===== src/rtl/imrg_pkg.sv =====
package imrg_pkg;

   localparam int FIELD_BITS        = 64;
   localparam int OPCODE_BITS       = 3;
   localparam int ERROR_BITS        = 2;
   localparam int WORD_BITS_DEFAULT = 64;

   localparam logic [OPCODE_BITS-1:0] OP_MOD = 3'd0;
   localparam logic [OPCODE_BITS-1:0] OP_REM = 3'd1;
   localparam logic [OPCODE_BITS-1:0] OP_XOR = 3'd2;
   localparam logic [OPCODE_BITS-1:0] OP_GCD = 3'd3;
   localparam logic [OPCODE_BITS-1:0] OP_MIN = 3'd4;
   localparam logic [OPCODE_BITS-1:0] OP_MAX = 3'd5;

   localparam logic [ERROR_BITS-1:0] ERR_OK       = 2'd0;
   localparam logic [ERROR_BITS-1:0] ERR_ZERO_DIV = 2'd1;
   localparam logic [ERROR_BITS-1:0] ERR_GCD_OVF  = 2'd2;

   typedef enum logic [2:0] {
      ST_IDLE,
      ST_DECIDE,
      ST_DIV,
      ST_AFTER,
      ST_FINISH
   } state_type;

   // controller -> datapath
   typedef struct packed {
      logic capture;
      logic div_init;
      logic div_step;
      logic gcd_swap;
      logic out_load;
   } cmd_type;

   // datapath -> controller
   typedef struct packed {
      logic is_divop;
      logic is_gcd;
      logic b_zero;
      logic gcd_ovf;
      logic y_zero;
      logic div_last;
   } status_type;

endpackage


===== src/rtl/imrg_ctrl.sv =====
module imrg_ctrl (
   input  logic                clock,
   input  logic                reset,
   input  logic                req_valid,
   output logic                req_ready,
   output logic                rsp_valid,
   input  logic                rsp_ready,
   input  imrg_pkg::status_type status,
   output imrg_pkg::cmd_type    cmd
);

   imrg_pkg::state_type state_ff, state_in;
   logic out_valid_ff, out_valid_in;

   always_ff @(posedge clock) begin
      if (reset) begin
         state_ff     <= imrg_pkg::ST_IDLE;
         out_valid_ff <= 1'b0;
      end else begin
         state_ff     <= state_in;
         out_valid_ff <= out_valid_in;
      end
   end

   always_comb begin
      state_in  = state_ff;
      cmd       = '0;
      req_ready = 1'b0;
      unique case (state_ff)
         imrg_pkg::ST_IDLE: begin
            req_ready = 1'b1;
            if (req_valid) begin
               cmd.capture = 1'b1;
               state_in    = imrg_pkg::ST_DECIDE;
            end
         end
         imrg_pkg::ST_DECIDE: begin
            priority if (status.is_divop && !status.b_zero) begin
               cmd.div_init = 1'b1;
               state_in     = imrg_pkg::ST_DIV;
            end else if (status.is_gcd && !status.gcd_ovf && !status.y_zero) begin
               cmd.div_init = 1'b1;
               state_in     = imrg_pkg::ST_DIV;
            end else begin
               state_in = imrg_pkg::ST_FINISH;
            end
         end
         imrg_pkg::ST_DIV: begin
            cmd.div_step = 1'b1;
            if (status.div_last) begin
               state_in = imrg_pkg::ST_AFTER;
            end
         end
         imrg_pkg::ST_AFTER: begin
            // gcd: x <- y, y <- x mod y, then test y again
            if (status.is_gcd) begin
               cmd.gcd_swap = 1'b1;
               state_in     = imrg_pkg::ST_DECIDE;
            end else begin
               state_in = imrg_pkg::ST_FINISH;
            end
         end
         imrg_pkg::ST_FINISH: begin
            if (!out_valid_ff || rsp_ready) begin
               cmd.out_load = 1'b1;
               state_in     = imrg_pkg::ST_IDLE;
            end
         end
         default: state_in = imrg_pkg::ST_IDLE;
      endcase
   end

   always_comb begin
      out_valid_in = out_valid_ff;
      if (cmd.out_load) begin
         out_valid_in = 1'b1;
      end else if (rsp_ready) begin
         out_valid_in = 1'b0;
      end
   end

   assign rsp_valid = out_valid_ff;

endmodule


===== src/rtl/imrg_dp.sv =====
module imrg_dp #(
   parameter int WORD_BITS = imrg_pkg::WORD_BITS_DEFAULT
) (
   input  logic                                    clock,
   input  imrg_pkg::cmd_type                       cmd,
   output imrg_pkg::status_type                    status,
   input  logic [imrg_pkg::OPCODE_BITS-1:0]        req_opcode,
   input  logic signed [imrg_pkg::FIELD_BITS-1:0]  req_operand_a,
   input  logic signed [imrg_pkg::FIELD_BITS-1:0]  req_operand_b,
   output logic signed [imrg_pkg::FIELD_BITS-1:0]  rsp_result,
   output logic [imrg_pkg::ERROR_BITS-1:0]         rsp_error_code
);

   localparam int CNT_BITS = $clog2(WORD_BITS);
   localparam logic [WORD_BITS-1:0] MIN_WORD = {1'b1, {(WORD_BITS-1){1'b0}}};

   logic [imrg_pkg::OPCODE_BITS-1:0] op_ff, op_in;
   logic [WORD_BITS-1:0] a_ff, a_in, b_ff, b_in;
   logic [WORD_BITS-1:0] x_ff, x_in, y_ff, y_in;
   logic [WORD_BITS-1:0] rem_ff, rem_in, quo_ff, quo_in;
   logic [CNT_BITS-1:0]  cnt_ff, cnt_in;
   logic [WORD_BITS-1:0] res_ff, res_in;
   logic [imrg_pkg::ERROR_BITS-1:0] err_ff, err_in;

   logic [WORD_BITS-1:0] a_new, b_new, trial, signed_rem, fin_res;
   logic [imrg_pkg::ERROR_BITS-1:0] fin_err;

   always_ff @(posedge clock) begin
      op_ff  <= op_in;
      a_ff   <= a_in;
      b_ff   <= b_in;
      x_ff   <= x_in;
      y_ff   <= y_in;
      rem_ff <= rem_in;
      quo_ff <= quo_in;
      cnt_ff <= cnt_in;
      res_ff <= res_in;
      err_ff <= err_in;
   end

   assign a_new = req_operand_a[WORD_BITS-1:0];
   assign b_new = req_operand_b[WORD_BITS-1:0];
   // remainder stays below the divisor (at most 2^(W-1)), so the shift fits W bits
   assign trial = {rem_ff[WORD_BITS-2:0], quo_ff[WORD_BITS-1]};

   always_comb begin
      op_in  = op_ff;
      a_in   = a_ff;
      b_in   = b_ff;
      x_in   = x_ff;
      y_in   = y_ff;
      rem_in = rem_ff;
      quo_in = quo_ff;
      cnt_in = cnt_ff;
      if (cmd.capture) begin
         op_in = req_opcode;
         a_in  = a_new;
         b_in  = b_new;
         x_in  = a_new[WORD_BITS-1] ? (~a_new + 1'b1) : a_new;
         y_in  = b_new[WORD_BITS-1] ? (~b_new + 1'b1) : b_new;
      end
      if (cmd.div_init) begin
         rem_in = '0;
         quo_in = x_ff;
         cnt_in = '0;
      end
      if (cmd.div_step) begin
         rem_in = (trial >= y_ff) ? (trial - y_ff) : trial;
         quo_in = {quo_ff[WORD_BITS-2:0], 1'b0};
         cnt_in = cnt_ff + 1'b1;
      end
      if (cmd.gcd_swap) begin
         x_in = y_ff;
         y_in = rem_ff;
      end
   end

   assign status.is_divop = (op_ff == imrg_pkg::OP_MOD) || (op_ff == imrg_pkg::OP_REM);
   assign status.is_gcd   = (op_ff == imrg_pkg::OP_GCD);
   assign status.b_zero   = (b_ff == '0);
   assign status.gcd_ovf  = (a_ff == MIN_WORD) || (b_ff == MIN_WORD);
   assign status.y_zero   = (y_ff == '0);
   assign status.div_last = (cnt_ff == CNT_BITS'(WORD_BITS - 1));

   assign signed_rem = a_ff[WORD_BITS-1] ? (~rem_ff + 1'b1) : rem_ff;

   always_comb begin
      fin_res = '0;
      fin_err = imrg_pkg::ERR_OK;
      unique case (op_ff)
         imrg_pkg::OP_MOD, imrg_pkg::OP_REM: begin
            if (b_ff == '0) begin
               fin_err = imrg_pkg::ERR_ZERO_DIV;
            end else begin
               fin_res = signed_rem;
               // floored: nonzero remainder moves to the divisor's side
               if (op_ff == imrg_pkg::OP_MOD && signed_rem != '0 &&
                   signed_rem[WORD_BITS-1] != b_ff[WORD_BITS-1]) begin
                  fin_res = signed_rem + b_ff;
               end
            end
         end
         imrg_pkg::OP_XOR: fin_res = a_ff ^ b_ff;
         imrg_pkg::OP_GCD: begin
            if (status.gcd_ovf) begin
               fin_err = imrg_pkg::ERR_GCD_OVF;
            end else begin
               fin_res = x_ff;
            end
         end
         imrg_pkg::OP_MIN: fin_res = ($signed(b_ff) < $signed(a_ff)) ? b_ff : a_ff;
         imrg_pkg::OP_MAX: fin_res = ($signed(a_ff) < $signed(b_ff)) ? b_ff : a_ff;
         default: fin_res = '0;
      endcase
   end

   always_comb begin
      res_in = res_ff;
      err_in = err_ff;
      if (cmd.out_load) begin
         res_in = fin_res;
         err_in = fin_err;
      end
   end

   assign rsp_result     = imrg_pkg::FIELD_BITS'($signed(res_ff));
   assign rsp_error_code = err_ff;

endmodule


===== src/rtl/integer_mod_rem_gcd_minmax_unit.sv =====
// Integer unit: floored mod, truncated rem, xor, gcd, min and max on signed
// words of WORD_BITS bits (low bits of the 64-bit operand ports).
// Request channel (req_valid/req_ready): one beat carries opcode and the two
// operands. Response channel (rsp_valid/rsp_ready): one beat per request with
// the sign-extended result and an error code (result is zero on error).
// The single radix-2 restoring divider gives one quotient bit per cycle; mod
// and rem run it once, gcd reuses it once per remainder step (Euclid), and
// xor, min, max, a zero divisor and a gcd overflow do not use it. One request
// is in work at a time; req_ready is high only while the unit is idle, so no
// new request is taken until the current result moves to the output register.
// The response sits in an output register, so the next request is taken while
// a finished response still waits; if the receiver stalls and a second result
// is ready, the unit holds it until the output register frees.
// Reset (synchronous, active high) empties the output register and returns the
// controller to idle; datapath registers are not reset.
module integer_mod_rem_gcd_minmax_unit #(
   parameter int WORD_BITS = imrg_pkg::WORD_BITS_DEFAULT
) (
   input  logic                                    clock,
   input  logic                                    reset,
   input  logic                                    req_valid,
   output logic                                    req_ready,
   input  logic [imrg_pkg::OPCODE_BITS-1:0]        req_opcode,
   input  logic signed [imrg_pkg::FIELD_BITS-1:0]  req_operand_a,
   input  logic signed [imrg_pkg::FIELD_BITS-1:0]  req_operand_b,
   output logic                                    rsp_valid,
   input  logic                                    rsp_ready,
   output logic signed [imrg_pkg::FIELD_BITS-1:0]  rsp_result,
   output logic [imrg_pkg::ERROR_BITS-1:0]         rsp_error_code
);

   imrg_pkg::cmd_type    cmd;
   imrg_pkg::status_type status;

   // sequencer: capture, decide, divide, gcd swap, hand result to output reg
   imrg_ctrl u_ctrl (
      .clock     (clock),
      .reset     (reset),
      .req_valid (req_valid),
      .req_ready (req_ready),
      .rsp_valid (rsp_valid),
      .rsp_ready (rsp_ready),
      .status    (status),
      .cmd       (cmd)
   );

   // operand registers, shift-subtract divider, result formatting
   imrg_dp #(
      .WORD_BITS (WORD_BITS)
   ) u_dp (
      .clock          (clock),
      .cmd            (cmd),
      .status         (status),
      .req_opcode     (req_opcode),
      .req_operand_a  (req_operand_a),
      .req_operand_b  (req_operand_b),
      .rsp_result     (rsp_result),
      .rsp_error_code (rsp_error_code)
   );

endmodule

===== config.mk =====
export PLATFORM = sky130hd
export DESIGN_NAME = integer_mod_rem_gcd_minmax_unit
export DESIGN_NICKNAME = d
export VERILOG_FILES = /design/src/rtl/imrg_pkg.sv /design/src/rtl/imrg_ctrl.sv /design/src/rtl/imrg_dp.sv /design/src/rtl/integer_mod_rem_gcd_minmax_unit.sv
export SDC_FILE = /design/constraint.sdc
export NUM_CORES = 1
export LEC_CHECK = 0
export ABC_CLOCK_PERIOD_IN_PS = 9600
export BUFFER_PORTS_ARGS = -buffer_cell sky130_fd_sc_hd__buf_2
export CELL_PAD_IN_SITES_DETAIL_PLACEMENT = 1
export CELL_PAD_IN_SITES_GLOBAL_PLACEMENT = 2
export CORE_MARGIN = 2
export CORE_UTILIZATION = 40
export DETAILED_ROUTE_END_ITERATION = 10
export PLACE_DENSITY_LB_ADDON = 0.1
export SLEW_MARGIN = 0
export SYNTH_ARGS = -nofsm -noshare
export SYNTH_HDL_FRONTEND = slang
export SYNTH_SLANG_ARGS = --single-unit

===== constraint.sdc =====
create_clock -name clock -period 9.6 [get_ports clock]
set_input_delay 1.92 -clock clock [delete_from_list [all_inputs] [get_ports clock]]
set_output_delay 1.92 -clock clock [all_outputs]
set_load 0.02 [all_outputs]

==> reports/qor.yml <==
fin_crit_ns: 6.68
fmax_mhz: 150
grt_overflow: 0
syn_avg_cell_area_um2: 9.22
start_util_pct: 40.3
crit_buf_inv: 1
insertion_delay_ns: 0.64
ys.flop_type: "edfxtp_1"
cp-end-kind: "flip-flop"
syn-cell-area_mm2: 0.0349
hpwlAfterDp_um: 123000
drt-initial-drc-count: 3719
synthesis.nets: 4128
status: "completed"
cts_hold_buf: 0
critPathMaxFanout: 72
die_w_um: 299
post-route-drc-count: 0
place.gp.congestion: 0.985
max_slew_margin_pct: 14.6
cp_slowest_cell: "a31oi_4"
synth_edf_count: 458
htreeDepth: 2
yosysWarningCount: 0
cpMostUsedCell: "or3_1"
arrival_ns: 7.03
peakVddDrop_mv: 0.168
cts-root-buf: "clkbuf_16"
post_drt_wl_per_cell_um: 30.5
rsz0062_at_grt: "false"
rows: 108
syn2layout_area_growth_pct: 11.1
vias_per_cell: 6.31
synth_cell_type_count: 80
drive_above_1_share_pct: 9.97
synth-seq-cells: 463
antenna_found_initial: 14
grt_pass1_vias: 31200
postSynth.asyncResetShare_pct: 0
worst_pin_slew_ns: 1.27
cpPeakStageDelay_ns: 0.84
grt_start_max_net_pins: 95
syn_inst: 3786
slew_violations: 0
grtUsageTotal_pct: 33.6
fp.dieH_um: 299
start_kind: "flip-flop"
post_cts_resized: 0
dieArea_mm2: 0.0897
coreArea_mm2: 0.0866
hold_viol_final: 0
port_buffers: 202
powerDensity_mw_per_mm2: 222
cap_violations: 0
nFillCells: 9890
worstPathRequired_ns: 9.95
min_path_type: "reg2reg"
path_class: "reg2reg"
tns_ns: 0
dr.pass1.iters: 5
final_util_pct: 44.8
crit_chain: "or4_4 > or3_1 > or3_1 > or4_1 > o41ai_1 > xor2_1 > xnor2_1 > nand3b_1 > a31oi_4 > buf_4 > nor2_2 > a21oi_1 > o21ai_0"
vias: 32000
postRouteAntennaNets: 0
wirelength_um: 155000
io_pins: 203
cts_buffers: 54
critPathTopFamily: "simple AND/OR/NAND/NOR gates"
cts_buffer_depth: 3
p_leak_nw: 14.5
path_clk_slew_ns: 0.07
finClkSkew_ns: 0.0428
period_share_pct: 69.6
setup-violations-final: 0
post_cts_buffers: 0
synth_seq_area_share_pct: 39.7
grt_pass1_wl_um: 222000
cts_tree: "yes"
clock_sinks: 463
finalNetCount: 4211
through the flow:
| step | setup slack [ns] | hold WS, ns | instances | instance area [um^2] | power (W) |
|---|---|---|---|---|---|
| 2_1_floorplan | 2.29 | 0.461 | 3786 | 34900 | 0.00512 |
| 3_3_place_gp | 3.20 | 0.481 | 4968 | 36900 | 0.00630 |
| 3_5_place_dp | 3.01 | 0.495 | 4968 | 36900 | 0.00636 |
| 4_1_cts | 2.98 | 0.508 | 5067 | 38800 | 0.00857 |
| 5_1_grt | 2.60 | 0.553 | 5076 | 38800 | 0.00902 |
| 6_report | 2.92 | 0.508 | 5083 | 38800 | 0.00863 |
worst register-to-register path, stage by stage, from the launching register on:
cell	delay [ns]
edfxtp_1	0.55
or4_4	0.61
or3_1	0.55
or3_1	0.62
or4_1	0.72
o41ai_1	0.36
xor2_1	0.25
xnor2_1	0.15
nand3b_1	0.37
a31oi_4	0.84
buf_4	0.78
nor2_2	0.21
a21oi_1	0.27
o21ai_0	0.13
state kept, by name, summed over array words and instances (netlist names):
name,count
u_dp.b_ff,64
u_ctrl.state_ff,3
u_dp.y_ff,64
u_dp.quo_ff,64
u_dp.op_ff,3
u_dp.cnt_ff,6
u_ctrl.rsp_valid,1
u_dp.x_ff,64
u_dp.a_ff,64
u_dp.rem_ff,64
u_dp.rsp_error_code,2
u_dp.rsp_result,64
logic make-up after synthesis:
| kind of cell | count (synthesis) | synth area share (%) |
|---|---|---|
| AND/OR/NAND/NOR | 1142 | 15.7 |
| AO/OA/AOI/OAI | 1104 | 20.5 |
| flip-flops | 463 | 39.7 |
| buffers and inverters | 406 | 4.46 |
| XOR/XNOR | 304 | 7.63 |
| adder cells (fa/ha/maj) | 207 | 7.46 |
| multiplexers | 160 | 4.61 |
cells in the mapped netlist (30+ instances only):
cell type	n	share of area (%)
o31ai_1	65	1.4
or3_1	38	0.68
clkbuf_1	197	2.1
nor2_1	263	2.8
nor3_1	40	0.57
nor4_1	79	1.4
inv_1	185	2.0
a21oi_1	230	3.3
mux2i_1	153	4.4
o221ai_1	69	1.7
nand2b_1	30	0.54
xnor2_1	133	3.3
a22o_1	64	1.6
a221oi_1	46	1.2
o21ai_0	353	5.1
ha_1	205	7.3
nand2_1	407	4.4
o41ai_1	33	0.83
edfxtp_1	458	39
a21o_1	67	1.4
xor2_1	171	4.3
or4_1	38	0.82
nand4_1	63	1.1
nand3_1	61	0.87
worst paths after layout:
path / from / to / slack, ns / depth (start not counted)
setup / recovery: u_dp.rem_ff[5]$_SDFFCE_PN0P_ / u_dp.rsp_result[41]$_DFFE_PP_ / 2.92 / 13
hold / removal: u_dp.quo_ff[0]$_SDFFE_PP0P_ / u_dp.quo_ff[0]$_SDFFE_PP0P_ / 0.51 / 2
setup reg to reg: u_dp.rem_ff[5]$_SDFFCE_PN0P_ / u_dp.rsp_result[41]$_DFFE_PP_ / 2.92 / 13
hold reg to reg: u_dp.quo_ff[0]$_SDFFE_PP0P_ / u_dp.quo_ff[0]$_SDFFE_PP0P_ / 0.51 / 2
layout make-up:
cell class                 count  area (um^2)  area share (%)
sequential                   463        13900            35.7
clock inverter                33          389            1.00
tap                         1155         1450            3.73
timing repair buffer         248         1360            3.50
clock buffer                  66         1420            3.65
inverter                     185          694            1.79
multi-input combinational   2917        19600            50.5
antenna                       16         40.0           0.103
cell usage in the layout, fill, tap and decap left out, types with 63 or more instances in the layout:
| master | netlist | routed |
|---|---|---|
| a21oi_1 | 230 | 229 |
| mux2i_1 | 153 | 153 |
| o221ai_1 | 69 | 69 |
| nor4_1 | 79 | 78 |
| buf_2 | 9 | 202 |
| edfxtp_1 | 458 | 458 |
| xnor2_1 | 133 | 133 |
| a22o_1 | 64 | 64 |
| nand2_1 | 407 | 406 |
| a21o_1 | 67 | 67 |
| nor2_1 | 263 | 263 |
| nand4_1 | 63 | 63 |
| xor2_1 | 171 | 171 |
| o21ai_0 | 353 | 353 |
| inv_1 | 185 | 185 |
| ha_1 | 205 | 205 |
| o31ai_1 | 65 | 65 |
where the power goes:
part,total (W),switching (W),internal (W),leakage [nW]
Sequential,0.00301,0.000409,0.00260,4.37
Clock,0.00219,0.000927,0.00127,0.884
Combinational,0.00342,0.00221,0.00121,9.26
metal layers:
metal / GRT usage [%] / share of wire (%) / vias up
met2: 45.8 / 40 / 1390
met5: 0 / 0.0090 / -
li1: - / - / 14400
met3: 5.63 / 8.7 / 193
met1: 53.2 / 49 / 16100
met4: 10.1 / 3.0 / 2
Power figures use the tool's default switching activity.
